$ cat src/rtl/core/nabs_pkg.sv
// Shared types and constants for the nearest angle bin search block.
// No dependencies.
package nabs_pkg;

  localparam int ANGLE_W = 16;   // signed angle, 1 LSB = 2^-13 rad
  localparam int IDX_W   = 10;   // entry index field
  localparam int CFG_W   = 11;   // entries_in_use register
  localparam int OPND_W  = 18;   // comparator operand width
  localparam int DIFF_W  = OPND_W + 1;

  localparam logic [CFG_W-1:0] CFG_RESET = 11'd1024;

  localparam logic OP_LOAD  = 1'b0;
  localparam logic OP_QUERY = 1'b1;

  // shared compare unit outputs
  typedef struct packed {
    logic              lt;    // a <  b
    logic              le;    // a <= b
    logic [DIFF_W-1:0] diff;  // a - b, signed
  } cmp_res_t;

endpackage

$ cat src/rtl/core/nabs_cmp.sv
// Shared signed subtract/compare unit for the search sequencer.
// Depends on nabs_pkg.
module nabs_cmp (
  input  logic signed [nabs_pkg::OPND_W-1:0] a,
  input  logic signed [nabs_pkg::OPND_W-1:0] b,
  output nabs_pkg::cmp_res_t                 res
);

  logic signed [nabs_pkg::DIFF_W-1:0] diff_w;

  // one subtractor; sign and zero give both orderings
  always_comb begin
    diff_w   = {a[nabs_pkg::OPND_W-1], a} - {b[nabs_pkg::OPND_W-1], b};
    res.diff = diff_w;
    res.lt   = diff_w[nabs_pkg::DIFF_W-1];
    res.le   = diff_w[nabs_pkg::DIFF_W-1] || (diff_w == '0);
  end

endmodule

$ cat config.mk
export PLATFORM = sky130hd
export DESIGN_NAME = nabs_cmp
export DESIGN_NICKNAME = d
export VERILOG_FILES = /design/src/rtl/core/nabs_pkg.sv /design/src/rtl/core/nabs_cmp.sv
export SDC_FILE = /design/constraint.sdc
export NUM_CORES = 1
export LEC_CHECK = 0
export BUFFER_PORTS_ARGS = -buffer_cell sky130_fd_sc_hd__buf_2
export CAP_MARGIN = 20
export CORE_MARGIN = 2
export CORE_UTILIZATION = 43
export DETAILED_ROUTE_END_ITERATION = 10
export PLACE_DENSITY = 0.81
export SYNTH_ARGS = -nofsm -noshare
export SYNTH_HDL_FRONTEND = slang
export SYNTH_SLANG_ARGS = --single-unit
$ cat constraint.sdc
create_clock -name vclk -period 2.7
set_clock_uncertainty 0.15 [all_clocks]
set_input_delay 0.405 -clock vclk [all_inputs]
set_output_delay 0.405 -clock vclk [all_outputs]
set_load 0.05 [all_outputs]
==> results of run 1 <==
==> per-stage QoR <==
| stage | hold slack, ns | TNS [ns] |
|---|---|---|
| global placement | 1.11 | -5.88 |
| CTS | 1.12 | -4.24 |
| detailed placement | 1.12 | -6.50 |
| floorplan | 0.952 | -2.16 |
==> timing repair <==
| action | 4_1_cts |
|---|---|
| setup endpoints to repair | 15 |
| buffers inserted | 9 |
| gates resized for setup | 48 |
| pin swaps | 18 |
==> Yosys cell counts, drive strengths merged, types with 2 or more instances <==
cell	instances
a21o	6
nand2	4
o31ai	3
inv	24
nor2	12
o21bai	3
xor2	6
nand4	5
buf	2
o21a	4
o21ai	5
and3	2
xnor2	8
ha	18
nor3	5
nor4	4
a21oi	11
==> cell families after synthesis <==
| logic type | Yosys count | share of synthesized area |
|---|---|---|
| and+or+nand+nor | 40 | 0.207 |
| xor gates and xnor gates | 14 | 0.120 |
| buffers and inverters | 27 | 0.111 |
| AOI/OAI and AO/OA | 42 | 0.323 |
| adders and majority gates | 19 | 0.240 |
==> run metrics, run 1 <==
Syn Std Cell Area 0.00102 mm²; Avg Inst Size Synth 7.21 µm²; pre-CTS setup slack -0.970 ns; Exit stage global routing; outcome aborted with a tool error; pin count of the biggest net entering global routing 7; Ys Warns 0; Synth area leader ha_1; WEP type primary output; synth unique cells 41; sequential area share after synthesis 0; hold buffers post-CTS 0; initial core utilization 0.458; Die Height 52.8 µm; I/O pins 57; Placed Area 0.00192 mm²; die outline width 52.8 µm; port bufs 57; syn_nets 197; std cell rows 17; last worst endpoint in the global-route repair_timing res[19]; Halt Reason [ERROR DPL-0038] Utilization greater than 100%, impossible to legalize; cell count after synthesis 142; GPL Wtd Cong 0.853; Detail Placement HPWL 3200 µm; share of the synthesized area in the top cell type 0.220; Synth area leaders ha_1, inv_1, xnor2_1; Placed Cells 264
==> inputs of run 2 (changes only) <==
CORE_AREA = 2 2 63 65   (was unset)
CORE_MARGIN = unset   (was 2)
CORE_UTILIZATION = unset   (was 43)
DIE_AREA = 0 0 65 67   (was unset)
PLACE_DENSITY = unset   (was 0.81)
PLACE_DENSITY_LB_ADDON = 0.15   (was unset)
clock period = 3.5 ns   (was 2.7 ns; I/O delays follow)
==> run metrics, run 2 <==
register area 0 µm²; Crit. End Element output pin; HP Class input pin to output pin; Detail Placement HPWL 2850 µm (was 3200 µm); worst-margin pin slew 0.385 ns; CP Cell Sequence buf_8, inv_12, ha_4, inv_2, fa_2, a21o_1, a221oi_4, o21bai_2, xor2_4, nor3_2, nand4bb_4, nor4b_4, a21o_4, buf_8; outcome finished with violations (was aborted with a tool error); Worst slew margin 0.741; critical path's top delay family compound AO/OA/AOI/OAI gates; WL per Instance 11.2 µm; WS Path Type input pin to output pin; violated checks negative setup slack; Worst path slowest cell fa_2; gr ovfl total 0; syn_nets 197 (unchanged); initial core utilization 0.284 (was 0.458); cell area after layout 0.00193 mm²; setup ws final -0.106 ns; critical path depth 14; antenna violations before repair 0; maxcap violations 0; RSZ-0062 raised after global routing yes; nets@finish 291; Slew Limit Fails 0; GPL Wtd Cong 0.874 (was 0.853); hold buffers post-CTS 0 (unchanged); LEAKAGE 1.01 nW; CP dominant cell by count buf_8; endpoints failing setup 3; flip-flop and latch count 0; clock buffer count 0; final hold vios 0; DR iter-0 viols 31; Syn Std Cell Area 0.00102 mm² (unchanged); pin count of the biggest net entering global routing 8; pre-CTS setup slack -0.376 ns (was -0.970 ns); port bufs 57 (unchanged); commonest non-fill, non-tap cell in the layout buf_2; synth unique cells 41 (unchanged); Synth area leaders ha_1, inv_1, xnor2_1 (unchanged); Worst Setup Start Kind input pin; Largest stage delay, worst path 0.33 ns; Crit Path Max Fanout 4; non-filler cells, final 282; I/O pins 57 (unchanged); Commonest cells post-synth inv_1, ha_1, nor2_1 (unchanged); Ys Warns 0 (unchanged); core area 0.00361 mm²; Final Cycle Share 1.03; # DRC 0; Placed Cells 278 (was 264); layout cells sized above 1 0.534; fillers 342; vias per cell 4.75; Final ANT Viol Nets 0; Vias 1339; Die Height 67 µm (was 52.8 µm); Placed Area 0.00179 mm² (was 0.00192 mm²); CP startpoint a[0]; most frequent cells in the layout buf_2, buf_4, inv_1, ha_1, nor2_1; sequential area share after synthesis 0 (unchanged); peak supply drop 0.272 mV; die outline width 65 µm (was 52.8 µm); Final Critical Period 3.61 ns; vias in the first global route 1261; data arrival time of the worst path 2.93 ns; Worst Path Required 2.82 ns; area added between synthesis and finish 88.8%; Detailed Route WL 3170 µm; DIE AREA 0.00436 mm²; Synth area leader ha_1 (unchanged); critical path endpoint res[19]; Avg Inst Size Synth 7.21 µm² (unchanged); cell count after synthesis 142 (unchanged); pwr dens 319 mW/mm²; DR pass1 iterations 4; first-pass GRT wire length 5290 µm; total track usage 0.147; Antenna Cells 0; most frequent cell after synthesis inv_1 (unchanged); std cell rows 22 (was 17); Critical path buffers and inverters 4; share of the synthesized area in the top cell type 0.220 (unchanged); Fmax achieved 277 MHz
run 2: cell counts after synthesis:
Identical to the previous run, type by type.
run 2: report_power, final:
group / internal (W) / switching, W / leakage (nW)
combinational: 0.000249 / 0.000367 / 1.01
sequential: 0 / 0 / 0
clock: 0 / 0 / 0
run 2: layer usage:
metal / vias to the layer above / GRT usage / share of wire
met5: - / 0 / 0
met4: 0 / 0 / 0
met3: 0 / 0.00676 / 0.040
met2: 27 / 0.295 / 0.54
met1: 615 / 0.180 / 0.41
li1: 697 / - / -
run 2: tightest hold or removal path: stages:
cell	delay, ns
buf_2	0.10
ha_4	0.13
inv_1	0.03
buf_2	0.20
run 2: cell type report:
class                      count  area (µm²)  share of cell area
tap                           48        60.1              0.0311
multi-input combinational    115        1150               0.594
inverter                      24         103              0.0531
timing repair buffer          95         622               0.322
run 2: what timing repair did:
action,CTS,global route
resized for setup,12,13
setup buffers,3,1
setup endpoints to repair,5,6
pin swaps,10,7
cloned,0,0
run 2: kinds of logic after synthesis:
logic type,count (synthesis),synth area share
compound gates,42,0.323
fa+ha+maj,19,0.240
xor+xnor,14,0.120
simple gates,40,0.207
buf+inv,27,0.111
run 2: how the worst min path moves through the flow:
stage | from | to | slack [ns] | depth (start not counted)
2_1_floorplan | b[0] | res[0] | 1.19 | 2
3_3_place_gp | b[0] | res[0] | 1.35 | 4
3_5_place_dp | b[0] | res[0] | 1.37 | 4
4_1_cts | b[0] | res[0] | 1.37 | 4
5_1_grt | b[0] | res[0] | 1.38 | 4
6_report | b[0] | res[0] | 1.36 | 4
run 2: through the flow:
stage | TNS, ns | util | power [W] | hold slack, ns
detailed placement | -0.923 | 0.498 | 0.000571 | 1.37
finish | -0.182 | 0.536 | 0.000615 | 1.36
global route | -0.599 | 0.536 | 0.000654 | 1.38
CTS | -0.198 | 0.516 | 0.000593 | 1.37
global placement | -0.728 | 0.498 | 0.000566 | 1.35
floorplan | -0.266 | - | 0.000404 | 1.19
No activity file was read; power rests on OpenSTA's default activity.
==> inputs of run 3 (changes only) <==
PLACE_DENSITY = 0.54   (was unset)
PLACE_DENSITY_LB_ADDON = unset   (was 0.15)
SKIP_LAST_GASP = 1   (was unset)
==> run metrics, run 3 (synthesis results as in run 2) <==
Worst Path Required 2.82 ns (about the same); vias per cell 4.80 (was 4.75); RSZ-0062 raised after global routing yes (unchanged); nets@finish 292 (was 291); Final Cycle Share 1.04 (was 1.03); maxcap violations 0 (unchanged); die outline width 65 µm (unchanged); first-pass GRT wire length 5310 µm (was 5290 µm); core area 0.00361 mm² (unchanged); layout cells sized above 1 0.528 (was 0.534); Final ANT Viol Nets 0 (unchanged); commonest non-fill, non-tap cell in the layout buf_2 (unchanged); Crit. End Element output pin (unchanged); vias in the first global route 1318 (was 1261); DIE AREA 0.00436 mm² (unchanged); Worst slew margin 0.770 (was 0.741); I/O pins 57 (unchanged); HP Class input pin to output pin (unchanged); fin util 0.528 (was 0.536); clock buffer count 0 (unchanged); violated checks negative setup slack (unchanged); total track usage 0.145 (was 0.147); Detailed Route WL 3160 µm (was 3170 µm); peak supply drop 0.160 mV (was 0.272 mV); Placed Cells 276 (was 278); register area 0 µm² (unchanged); Worst Setup Start Kind input pin (unchanged); Die Height 67 µm (unchanged); Crit Path Max Fanout 3 (was 4); flip-flop and latch count 0 (unchanged); Vias 1358 (was 1339); WL per Instance 11.2 µm (about the same); gr ovfl total 0 (unchanged); GPL Wtd Cong 0.795 (was 0.874); std cell rows 22 (unchanged); non-filler cells, final 283 (was 282); area added between synthesis and finish 85.9% (was 88.8%); most frequent cells in the layout buf_2, buf_4, inv_1, ha_1, nor2_1 (unchanged); final hold vios 0 (unchanged); endpoints failing setup 1 (was 3); initial core utilization 0.284 (unchanged); # DRC 0 (unchanged); fillers 357 (was 342); Antenna Cells 0 (unchanged); pwr dens 316 mW/mm² (was 319 mW/mm²); setup ws final -0.147 ns (was -0.106 ns); LEAKAGE 0.998 nW (was 1.01 nW); DR pass1 iterations 4 (unchanged); worst-margin pin slew 0.342 ns (was 0.385 ns); total power 0.000602 W (was 0.000615 W); Detail Placement HPWL 2790 µm (was 2850 µm); Fmax achieved 274 MHz (was 277 MHz); pin count of the biggest net entering global routing 8 (unchanged); DR iter-0 viols 29 (was 31); data arrival time of the worst path 2.97 ns (was 2.93 ns); pre-CTS setup slack -0.442 ns (was -0.376 ns); Slew Limit Fails 0 (unchanged); WS Path Type input pin to output pin (unchanged); port bufs 57 (unchanged); Final Critical Period 3.65 ns (was 3.61 ns); antenna violations before repair 0 (unchanged); outcome finished with violations (unchanged)
run 3: cell types whose count changed in the layout (fill, tap and decap cells not counted), sizes merged:
cell  delta
buf      +1
run 3: layout make-up:
class | instances | area [µm²] | area share
repair buffers | 96 | 619 | 0.325
multi-input cells | 115 | 1120 | 0.589
inverters | 24 | 103 | 0.0539
well taps | 48 | 60.1 | 0.0316
run 3: per-layer routing:
| layer | GRT usage | wire (µm) |
|---|---|---|
| met5 | 0 | 0 |
| met3 | 0.00507 | 169 |
| met1 | 0.178 | 1320 |
| met4 | 0.00266 | 0 |
| met2 | 0.293 | 1670 |
run 3: critical path, stage by stage:
cell and delay, ns:
buf_8 0.11, inv_12 0.04, ha_4 0.12, inv_2 0.03, fa_2 0.33, a21o_1 0.20
a221oi_4 0.30, buf_4 0.17, o21bai_2 0.09, xor2_4 0.16, nor3_2 0.18, nand4bb_1 0.14
nor4b_2 0.26, a21o_4 0.16, buf_8 0.13
run 3: power by group:
group | total (W) | switching [W] | leakage [nW] | internal, W
clock network | 0 | 0 | 0 | 0
registers | 0 | 0 | 0 | 0
logic | 0.000602 | 0.000362 | 0.998 | 0.000239
total | 0.000602 | 0.000362 | 0.998 | 0.000239
run 3: worst paths after layout:
| path | startpoint | to | slack, ns | cells past startpoint |
|---|---|---|---|---|
| min | b[0] | res[0] | 1.34 | 4 |
| max | a[0] | res[19] | -0.15 | 15 |
run 3: stage by stage:
step	hold WS, ns	cell area [µm²]	TNS, ns
final	1.34	1900	-0.147
after global routing	1.37	1900	-0.504
after CTS	1.34	1860	-0.412
after detailed placement	1.36	1780	-1.17
after global placement	1.35	1780	-1.01
after floorplan	1.19	1220	-0.266
run 3: what timing repair did:
| item | 4_1_cts | 5_1_grt |
|---|---|---|
| resized for setup | 14 | 4 |
| hold buffers | 0 | 0 |
| setup buffers | 4 | 4 |
| pin swaps | 11 | 6 |
| setup endpoints to repair | 5 | 7 |
==> inputs of run 4 (changes only) <==
REMOVE_ABC_BUFFERS = 1   (was unset)
==> run metrics, run 4 (synthesis results as in run 2) <==
outcome finished with violations (unchanged); violated checks negative setup slack (unchanged); switching power 0.000333 W (was 0.000362 W); std cell rows 22 (unchanged); setup ws final -0.0741 ns (was -0.147 ns); DR pass1 iterations 4 (unchanged); WL per Instance 10.7 µm (was 11.2 µm); Final Critical Period 3.57 ns (was 3.65 ns); multi-input gate area in the final layout 961 µm² (was 0.00112 mm²); switch share 0.627 (was 0.602); Worst Setup Start Kind input pin (unchanged); HP Class input pin to output pin (unchanged); initial core utilization 0.284 (unchanged); Vias 1297 (was 1358); Int Power 0.000198 W (was 0.000239 W); clock power share 0 (about the same); GPL Wtd Cong 0.874 (was 0.795); worst-margin pin slew 0.366 ns (was 0.342 ns); Setup TNS Final -0.0741 ns (was -0.147 ns); register area 0 µm² (unchanged); DR iter-0 viols 41 (was 29); flip-flop and latch count 0 (unchanged); first-pass GRT wire length 4770 µm (was 5310 µm); area added between synthesis and finish 62.2% (was 85.9%); core area 0.00361 mm² (unchanged); CP startpoint a[0] (unchanged); total track usage 0.130 (was 0.145); sequential share of power 0 (about the same); hold buffers post-CTS 0 (unchanged); endpoints failing setup 1 (unchanged); pre-CTS setup slack -0.312 ns (was -0.442 ns); gr ovfl total 0 (unchanged); Crit Path Max Fanout 3 (unchanged); layout cells sized above 1 0.447 (was 0.528); I/O pins 57 (unchanged); data arrival time of the worst path 2.90 ns (was 2.97 ns); Die Height 67 µm (unchanged); Antenna Cells 0 (unchanged); # DRC 0 (unchanged); vias per cell 4.73 (was 4.80); maxcap violations 0 (unchanged); Final Cycle Share 1.02 (was 1.04); pin count of the biggest net entering global routing 8 (unchanged); fillers 385 (was 357); vias in the first global route 1205 (was 1318); Detail Placement HPWL 2490 µm (was 2790 µm); peak supply drop 0.193 mV (was 0.160 mV); LEAKAGE 0.898 nW (was 0.998 nW); RSZ-0062 raised after global routing yes (unchanged); clock buffer count 0 (unchanged); Worst Path Required 2.82 ns (about the same); Worst slew margin 0.756 (was 0.770); die outline width 65 µm (unchanged); commonest non-fill, non-tap cell in the layout buf_2 (unchanged); Gate power share 1.000 (about the same); Fmax achieved 280 MHz (was 274 MHz); most frequent cells in the layout buf_2, buf_4, inv_1, ha_1, nor2_1 (unchanged); final hold vios 0 (unchanged); DIE AREA 0.00436 mm² (unchanged); pwr dens 320 mW/mm² (was 316 mW/mm²); Slew Limit Fails 0 (unchanged); Crit. End Element output pin (unchanged); Final ANT Viol Nets 0 (unchanged); Placed Cells 272 (was 276); port bufs 57 (unchanged); Min-Delay Startpoint b[0] (unchanged); WS Path Type input pin to output pin (unchanged); nets@finish 283 (was 292); Detailed Route WL 2930 µm (was 3160 µm); antenna violations before repair 0 (unchanged); non-filler cells, final 274 (was 283)
run 4: final cells by class:
cell class | count | share of cell area
inverters | 24 | 0.0558
multi-input cells | 115 | 0.579
well taps | 48 | 0.0362
repair buffers | 87 | 0.329
run 4: worst paths after layout:
| check | endpoint | slack [ns] | cells after the start |
|---|---|---|---|
| max | res[19] | -0.07 | 15 |
| min | res[0] | 1.34 | 4 |
run 4: routing by layer:
metal  global-route usage  wire length [µm]  up-vias
li1                     -                 -      682
met1                0.173              1400      569
met2                0.244              1350       46
met3              0.00845               186        0
met4                    0                 0        0
met5                    0                 0        -
run 4: timing repair:
action | 4_1_cts | 5_1_grt
endpoints found under the hold margin | 0 | 0
pin swaps | 3 | 4
setup endpoints to repair | 3 | 3
resized for setup | 9 | 13
buffers inserted | 1 | 1
run 4: power groups by stage:
stage | registers [W] | clock network (W) | logic [W]
2_1_floorplan | 0 | 0 | 0.000345
3_3_place_gp | 0 | 0 | 0.000504
3_5_place_dp | 0 | 0 | 0.000502
4_1_cts | 0 | 0 | 0.000516
5_1_grt | 0 | 0 | 0.000571
6_report | 0 | 0 | 0.000532
run 4: stage by stage:
step | hold slack (ns) | power (W) | util | cell area (µm²)
floorplan | 1.21 | 0.000345 | - | 1000
global route | 1.37 | 0.000571 | 0.460 | 1660
global placement | 1.34 | 0.000504 | 0.431 | 1560
detailed placement | 1.34 | 0.000502 | 0.431 | 1560
finish | 1.34 | 0.000532 | 0.460 | 1660
CTS | 1.34 | 0.000516 | 0.443 | 1600
run 4: worst max-delay path, stage by stage:
cell and delay, ns:
buf_6 0.10, inv_4 0.04, ha_4 0.12, inv_2 0.03, fa_2 0.32, a21o_1 0.20, a221oi_4 0.28, buf_4 0.16
o21bai_1 0.07, a21oi_2 0.15, xnor2_1 0.08, nand4bb_1 0.20, nor4b_2 0.27, a21o_1 0.18, buf_6 0.16
